[config.mk]
export PLATFORM = sky130hd
export DESIGN_NAME = vgfe_ctrl
export DESIGN_NICKNAME = d
export VERILOG_FILES = /design/src/rtl/vgfe_pkg.sv /design/src/rtl/vgfe_ctrl.sv
export SDC_FILE = /design/constraint.sdc
export NUM_CORES = 1
export LEC_CHECK = 0
export ABC_AREA = 1
export BUFFER_PORTS_ARGS = -buffer_cell sky130_fd_sc_hd__buf_2
export CORE_MARGIN = 5
export CORE_UTILIZATION = 38
export CTS_CLUSTER_SIZE = 20
export DETAILED_ROUTE_END_ITERATION = 16
export MAX_ROUTING_LAYER = met4
export PLACE_DENSITY = 0.7
export REMOVE_ABC_BUFFERS = 1
export SLEW_MARGIN = 20
export SYNTH_ARGS = -nofsm -noshare
export SYNTH_HDL_FRONTEND = slang
export SYNTH_SLANG_ARGS = --single-unit
[constraint.sdc]
create_clock -name clk -period 1.3 [get_ports clk]
set_input_delay 0.26 -clock clk [delete_from_list [all_inputs] [get_ports clk]]
set_output_delay 0.26 -clock clk [all_outputs]
set_load 0.05 [all_outputs]
[src/rtl/vgfe_pkg.sv]
// vgfe_pkg: shared types, codes and constants for the voxel grid block
// used by vgfe_ctrl, vgfe_dp and voxel_grid_fill_and_exposure
// no dependencies
package vgfe_pkg;

    // default geometry and cell width
    localparam int GRID_SIDE_DEF   = 64;
    localparam int GRID_HEIGHT_DEF = 64;
    localparam int TYPE_BITS_DEF   = 5;

    // signed working width for coordinates and cuboid far corners
    localparam int CW = 10;

    // request kinds
    localparam logic [2:0] KIND_SET_CELL = 3'd0;
    localparam logic [2:0] KIND_SOLID    = 3'd1;
    localparam logic [2:0] KIND_SHELL    = 3'd2;
    localparam logic [2:0] KIND_EDGES    = 3'd3;
    localparam logic [2:0] KIND_QUERY    = 3'd4;

    // query read sequence: center, then +x,-x,+y,-y,+z,-z
    localparam logic [2:0] QSTEP_LAST = 3'd7;
    localparam logic signed [1:0] OFS_X [8] = '{2'sd0, 2'sd1, -2'sd1, 2'sd0,
                                                2'sd0, 2'sd0, 2'sd0, 2'sd0};
    localparam logic signed [1:0] OFS_Y [8] = '{2'sd0, 2'sd0, 2'sd0, 2'sd1,
                                                -2'sd1, 2'sd0, 2'sd0, 2'sd0};
    localparam logic signed [1:0] OFS_Z [8] = '{2'sd0, 2'sd0, 2'sd0, 2'sd0,
                                                2'sd0, 2'sd1, -2'sd1, 2'sd0};

    // controller to datapath
    typedef struct packed {
        logic load_item;
        logic exec_setup;
        logic fill_step;
        logic query_step;
        logic clear_step;
        logic load_result;
    } vgfe_cmd_t;

    // datapath to controller
    typedef struct packed {
        logic kind_fill;
        logic kind_query;
        logic coord_valid;
        logic fill_empty;
        logic fill_last;
        logic query_last;
        logic clear_last;
    } vgfe_status_t;

endpackage

[src/rtl/vgfe_ctrl.sv]
// vgfe_ctrl: sequencing state machine for clear, fill, query and result handoff
// depends on vgfe_pkg
module vgfe_ctrl (
    input  logic                   clk,
    input  logic                   rst_n,
    input  logic                   in_valid,
    output logic                   in_ready,
    output logic                   out_valid,
    input  logic                   out_ready,
    input  vgfe_pkg::vgfe_status_t status,
    output vgfe_pkg::vgfe_cmd_t    cmd
);

    typedef enum logic [5:0] {
        ST_CLEAR = 6'b000001,
        ST_IDLE  = 6'b000010,
        ST_SETUP = 6'b000100,
        ST_FILL  = 6'b001000,
        ST_QUERY = 6'b010000,
        ST_DONE  = 6'b100000
    } state_t;

    state_t state_reg, state_next;
    logic   out_valid_reg, out_valid_next;

    always_comb
    begin
        state_next = state_reg;
        cmd        = '0;
        in_ready   = 1'b0;
        case (state_reg)
            ST_CLEAR:
            begin
                cmd.clear_step = 1'b1;
                if (status.clear_last)
                begin
                    state_next = ST_IDLE;
                end
            end
            ST_IDLE:
            begin
                in_ready = 1'b1;
                if (in_valid)
                begin
                    cmd.load_item = 1'b1;
                    state_next    = ST_SETUP;
                end
            end
            ST_SETUP:
            begin
                cmd.exec_setup = 1'b1;
                if (status.kind_fill && !status.fill_empty)
                begin
                    state_next = ST_FILL;
                end
                else if (status.kind_query && status.coord_valid)
                begin
                    state_next = ST_QUERY;
                end
                else
                begin
                    state_next = ST_DONE;
                end
            end
            ST_FILL:
            begin
                cmd.fill_step = 1'b1;
                if (status.fill_last)
                begin
                    state_next = ST_DONE;
                end
            end
            ST_QUERY:
            begin
                cmd.query_step = 1'b1;
                if (status.query_last)
                begin
                    state_next = ST_DONE;
                end
            end
            ST_DONE:
            begin
                if (!out_valid_reg || out_ready)
                begin
                    cmd.load_result = 1'b1;
                    state_next      = ST_IDLE;
                end
            end
            default:
            begin
                state_next = ST_IDLE;
            end
        endcase
    end

    always_comb
    begin
        if (cmd.load_result)
        begin
            out_valid_next = 1'b1;
        end
        else if (out_ready)
        begin
            out_valid_next = 1'b0;
        end
        else
        begin
            out_valid_next = out_valid_reg;
        end
    end

    always_ff @(posedge clk or negedge rst_n)
    begin
        if (!rst_n)
        begin
            state_reg     <= ST_CLEAR;
            out_valid_reg <= 1'b0;
        end
        else
        begin
            state_reg     <= state_next;
            out_valid_reg <= out_valid_next;
        end
    end

    assign out_valid = out_valid_reg;

endmodule

Word level (Yosys, flattened, before mapping)
Index checks and enable logic that the tools add are counted.
Storage, ports and cells
  bits in latches: 0
  logic and storage cells: 39
  input port bits: 11
  output and inout bits: 8
  memories kept: 0
  bits in writable memories: 0
  memory bits (read-only): 0
  flip-flop bits (word level): 7
Operators by class
  bitwise operators: 0
  order comparisons: 0
  equal/unequal tests: 11
  shift-type cells: 0
  multipliers: 0
  reduce and logical (&&, ||, !) cells: 7
  muxes and demuxes: 19
  div/mod/pow operators: 0
  $add $sub $neg: 0
Operators by type and width (count)
  $mux W6: 7
  $pmux W6 S6: 1
  $mux W1: 11
  $ne A2 B2 Y1 const B: 5
  $eq A6 B1 Y1 const B: 1
  $eq A6 B2 Y1 const B: 1
  $eq A6 B3 Y1 const B: 1
  $eq A6 B4 Y1 const B: 1
  $eq A6 B5 Y1 const B: 1
  $eq A6 B6 Y1 const B: 1
  $reduce_and A5 Y1: 1
  $logic_and A1 B1 Y1: 2
  $logic_not A1 Y1: 2
  $reduce_bool A2 Y1: 1
  $logic_or A1 B1 Y1: 1

Depth between registers and ports, before layout
Gate-level depths: netlist of run 1.
  depth after elaboration: 5
  depth in mapped cells: 8
  depth with buffers taken out: 8

Worst setup path after synthesis of run 1
Ideal clock, no wire load.
  path kind: reg-to-output
  start point: register state_reg[5]
  end point: output port cmd[5] (netlist name)
  stages on the path, launching flop included: 4
  arrival time: 1.377 ns
  required time: 1.040 ns
  buffers on the path: 0
  slack: -0.337 ns
  cell sequence: dfrtp_1 nor2_4 nand3_1 nor2_1
RTL lines
  from (decl): RTL line vgfe_ctrl.sv:23  | state_t state_reg, state_next;
  from (signal assigned): RTL line vgfe_ctrl.sv:121  | state_reg <= state_next;
  to (decl): RTL line vgfe_ctrl.sv:11  | output vgfe_pkg::vgfe_cmd_t cmd

==> results of run 1 <==
Yosys cell counts:
library cell	number	area [um^2]
buf_4	1	7.51
inv_2	1	3.75
and3_1	1	6.26
dfrtp_1	6	150
o31ai_1	1	7.51
nor2_1	13	48.8
nand2_1	14	52.6
a21oi_1	1	5.00
nor2_4	3	33.8
nand3_2	1	10.0
nand3_1	7	35.0
inv_1	21	78.8
nor2_2	2	12.5
dfstp_2	1	26.3
nand4_1	3	18.8
area by class of cell:
class | count | area [um^2]
Inverter | 22 | 82.6
Clock buffer | 4 | 26.3
Sequential cell | 7 | 178
Multi-Input combinational cell | 46 | 294
Tap cell | 15 | 18.8
Fill cell | 89 | 357
Timing Repair Buffer | 40 | 313
how the worst min path moves through the flow:
stage              start           end  slack [ps]
2_1_floorplan      rst_n     out_valid         -40
3_3_place_gp       rst_n     out_valid         100
3_5_place_dp       rst_n     out_valid         100
4_1_cts        status[0]  state_reg[0]         250
5_1_grt        status[4]  state_reg[4]         310
6_report       out_ready     out_valid         300
through the flow:
step           util (%)  hold WS (ps)  setup WS [ps]  cell area, um^2  TNS, ps
2_1_floorplan         -         -35.6           -337              489     -764
3_3_place_gp       48.9          99.9          -50.8              621     -150
3_5_place_dp       48.9          99.1          -78.1              621     -180
4_1_cts            65.5           251           -264              831    -1830
5_1_grt            71.9           312           -384              912    -3620
6_report           71.9           302           -288              912    -2670
power by group through the flow:
stage               Combinational, mW  Sequential (mW)  Clock (mW)
CTS                              1.06            0.339       0.206
global route                     1.34            0.351       0.225
detailed placement              0.726            0.334           0
global placement                0.722            0.331           0
finish                           1.25            0.343       0.207
floorplan                       0.516            0.353           0
critical path: stages, from the launching register on:
cell and delay (ps):
dfstp_2 570, inv_2 50, nor2_2 110, and3_1 170
buf_6 160
timing repair:
action                                 4_1_cts  5_1_grt
buffers inserted                            12        6
pin swaps                                    8        6
setup endpoints to repair                    9       11
hold buffers                                 1        0
endpoints found under the hold margin        6        0
resized for setup                           30        7
cell families (layout without fill, tap and decap cells):
group,Yosys count,after routing,share of synthesized area (%)
AO/OA/AOI/OAI,2,2,2.52
buffers and inverters,23,66,18.1
flip-flops,7,7,35.5
AND/OR/NAND/NOR,44,44,43.8
layer usage:
layer	share of wire, %	track usage [%]	vias up
met3	3.7	2.34	2
met1	44	18.0	285
met5	0	-	-
li1	-	-	312
met2	50	25.0	14
met4	2.2	11.9	0
==> metrics.csv, run 1 <==
metric;value;unit
status;finished, violations left;
failed_checks;negative setup slack;
tightest_slew;286;ps
p_leak;0.531;nW
required;1040;ps
fin_crit;1590;ps
combPwrFrac;69.5;%
die_y;46.2;um
clock-sinks;7;
reg2regPathDepth;10;
synth_cell_types;15;
swShare;47.1;%
cp-end-kind;output pin;
die_x;46.2;um
clk_pin_slew;50;ps
fin_cells;134;
dr.pass1.iters;4;
drc;0;
wl;1.56;mm
die_area;0.00213;mm^2
grtUsageTotal;15.9;%
gp_congestion;0.810;
crit_end;cmd[1];
synth.avg_cell_area;6.54;um^2
core-area;0.00127;mm^2
numPortBuffers;18;
yosysWarningCount;0;
p_int;0.953;mW
grt_max_degree;8;
rrSetupSlack;-250;ps
maxCapViolCount;0;
grt_pass1_vias;550;
p_switching;0.849;mW
num_io_pins;19;
setup_viol;11;
grt_pass1_wl;2.26;mm
cts.path.max_buffers;2;
slew_headroom;80.9;%
hold_violations;0;
layout_commonest_cell;buf_4;
p_total;1.80;mW
cts-root-buf;clkbuf_4;
reg2reg_to;state_reg[2];
synth-seq-cells;7;
power_frac_seq;19.0;%
first_iter_violations;14;
wl_per_cell;11.6;um
initial_core_util;39.2;%
layout.nets;131;
grt-ovfl-total;0;
ir_drop;1800;uV
cts_tree;done;
crit_arrival;1330;ps
largest_reg_flops;6;
antenna_found_initial;0;
hold_path.class;in2reg;
cts_inserted_buffers;3;
insertion_delay;260;ps
finClkSkew;4.26;ps
dp_hpwl;860;um
rsz0062_at_grt;yes;
start_kind;flop;
syn_inst;76;
drive_gt1_share;55.5;%
htreeDepth;1;
placed_cells;111;
synthesis.area;497;um^2
vias;613;
final_cell_mix;buf_4 (20), inv_1 (17), nand2_1 (13);
hold_depth;4;
cp_max_fo;3;
ys_seq_area_share;35.5;%
crit_path_start;state_reg[0];
pwr-share-clk;11.5;%
post-route-period-util;122;%
area_delta_synth_final;83.6;%
worst-setup-path-type;reg2out;
powerDensity;1980;mW/mm^2
fmax;0.630;GHz
finalMaxSlewViolations;0;
ant_nets;0;
diodes;0;
vias_per_cell;4.57;
placementRows;13;
timing.final.ws_setup;-288;ps
timing.rr.start;state_reg[5];
Power figures use the tool's default switching activity.
==> inputs of run 2 (changes only) <==
--- a/config.mk
+++ b/config.mk
@@ -7,6 +7,7 @@
 export LEC_CHECK = 0
 export ABC_AREA = 1
 export BUFFER_PORTS_ARGS = -buffer_cell sky130_fd_sc_hd__buf_2
+export CAP_MARGIN = 20
 export CORE_MARGIN = 5
 export CORE_UTILIZATION = 38
 export CTS_CLUSTER_SIZE = 20
==> constraint.sdc (replaced) <==
create_clock -name clk -period 1.3 [get_ports clk]
set_input_delay 0.065 -clock clk [delete_from_list [all_inputs] [get_ports clk]]
set_output_delay 0.065 -clock clk [all_outputs]
set_load 0.05 [all_outputs]
==> run 2 against run 1 <==
- the run still ends with negative setup slack left
- design area down 13%
- via count decreased by 4.4%
- clock power down 5%
- count of clock-buffer cells in the layout unchanged
- largest power group unchanged
- combinational power down 17%
- critical path depth stayed put
==> metrics.csv, run 2 (synthesized netlist as in run 1, its figures left out) <==
metric;value;unit;change
status;finished, violations left;;
failed_checks;negative setup slack;;
gp_congestion;0.873;;+7.9%
cts_inserted_buffers;3;;unchanged
layout.nets;118;;-9.9%
use_met3;2.34;%;unchanged
setup_viol;9;;-2
wl_per_cell;11.4;um;-2.3%
grt_pass1_wl;2.07;mm;-8.2%
fmax;0.721;GHz;+15%
drc;0;;unchanged
ir_drop;1350;uV;-25%
p_int;0.812;mW;-15%
dr.pass1.iters;4;;unchanged
ant_nets;0;;unchanged
diodes;0;;unchanged
drive_gt1_share;44.3;%;-11 points
cts.path.max_buffers;2;;unchanged
area_delta_synth_final;58.9;%;
rsz0062_at_grt;yes;;
dp_hpwl;887;um;+3.1%
numPortBuffers;18;;unchanged
vias_per_cell;4.84;;+5.9%
vias;586;;-4.4%
final_cell_area;790;um^2;-13%
post-route-period-util;107;%;-16 points
slew_headroom;80.1;%;-0.79 points
maxCapViolCount;0;;unchanged
pre_cts_slack;53.5;ps;+132 ps
cp_top_family;flip-flops;;
swShare;48.4;%;+1.3 points
fin_crit;1390;ps;-202 ps
finClkSkew;12.5;ps;+8.26 ps
die_area;0.00213;mm^2;unchanged
cts-root-buf;clkbuf_4;;
finalMaxSlewViolations;0;;unchanged
powerDensity;1990;mW/mm^2;+0.93%
setup_tns;-357;ps;+2310 ps
num_io_pins;19;;unchanged
grt-ovfl-total;0;;unchanged
p_total;1.57;mW;-13%
required;1240;ps;+200 ps
cts_tree;done;;
antenna_found_initial;0;;unchanged
p_leak;0.470;nW;-11%
die_y;46.2;um;unchanged
place_area;598;um^2;-3.6%
cp-end-kind;output pin;;
crit_buf_inv;2;;unchanged
start_kind;flop;;
timing.final.ws_setup;-86.3;ps;+202 ps
die_x;46.2;um;unchanged
grtUsageTotal;14.0;%;-1.9 points
globalRouteMet2Util;23.4;%;-1.6 points
crit_arrival;1320;ps;about the same
slowest_delay;430;ps;-140 ps
combPwrFrac;66.0;%;-3.5 points
grt_max_degree;8;;unchanged
pwr-share-clk;12.5;%;+1.0 points
placementRows;13;;unchanged
grt_pass1_vias;510;;-7.3%
met1_usage;14.9;%;-3.1 points
busiest_layer;met2;;
tightest_slew;296;ps;+10.3 ps
layout_commonest_cell;inv_1;;
worst-setup-path-type;reg2out;;
insertion_delay;250;ps;about the same
clk_pin_slew;60;ps;about the same
htreeDepth;1;;unchanged
largest_reg_flops;6;;unchanged
placed_cells;108;;-2.7%
final_cell_mix;inv_1 (19), nand2_1 (14), buf_2 (11);;
power_frac_seq;21.4;%;+2.4 points
initial_core_util;39.2;%;unchanged
core-area;0.00127;mm^2;unchanged
cp_max_fo;6;;+3
p_switching;0.762;mW;-10%
hold_violations;0;;unchanged
first_iter_violations;15;;+1
wl;1.37;mm;-12%
hold_path.class;in2reg;;
fin_cells;121;;-9.7%
slowest_stage;dfrtp_1;;
path_cells;nor2_4 -> buf_6 -> and3_4 -> buf_8;;
clock-sinks;7;;unchanged
[run 2: path summary, 6_finish.rpt]
kind | cells past startpoint | startpoint | to | slack [ps]
min in group asynchronous | 2 | rst_n | state_reg[1] | 190
setup reg to reg | 8 | state_reg[2] | state_reg[5] | -40
hold reg to reg | 4 | state_reg[0] | state_reg[0] | 640
setup / recovery | 4 | state_reg[2] | cmd[1] | -90
hold / removal | 4 | status[0] | state_reg[0] | 60
max in group asynchronous | 2 | rst_n | state_reg[0] | 890
[run 2: per-stage QoR]
stage	util, %	hold slack (ps)
finish	62.2	61.4
global route	62.2	75.4
CTS	60.4	73.6
detailed placement	47.1	-101
global placement	47.1	-96.3
floorplan	-	-231
[run 2: final cells by class]
type	count	area (um^2)
clock buffers	4	26.3
flip-flops and latches	7	176
multi-input cells	46	263
fillers	99	479
repair buffers	27	223
inverters	22	82.6
well taps	15	18.8
[run 2: power by group through the flow]
stage	combinational (mW)	clock [mW]	sequential, mW
2_1_floorplan	0.516	0	0.353
3_3_place_gp	0.674	0	0.332
3_5_place_dp	0.673	0	0.336
4_1_cts	0.944	0.191	0.332
5_1_grt	1.11	0.213	0.345
6_report	1.04	0.197	0.337
[run 2: repair_timing]
item	in CTS	in global routing
pin swaps	6	6
endpoints found under the setup margin	7	10
gates resized for setup	26	4
hold endpoints to repair	7	0
hold buffers	1	0
buffers inserted	6	2
[run 2: per-layer routing]
layer  share of wire [%]  wire length, um
met1                  38              517
met3                 6.3               87
met4                 4.1               57
met2                  52              712
met5                   0                0
[run 2: tightest hold or removal path, delay by kind of cell]
family | cells | cell delay (ps)
AND/OR/NAND/NOR | 1 | 100
buffers and inverters | 3 | 160
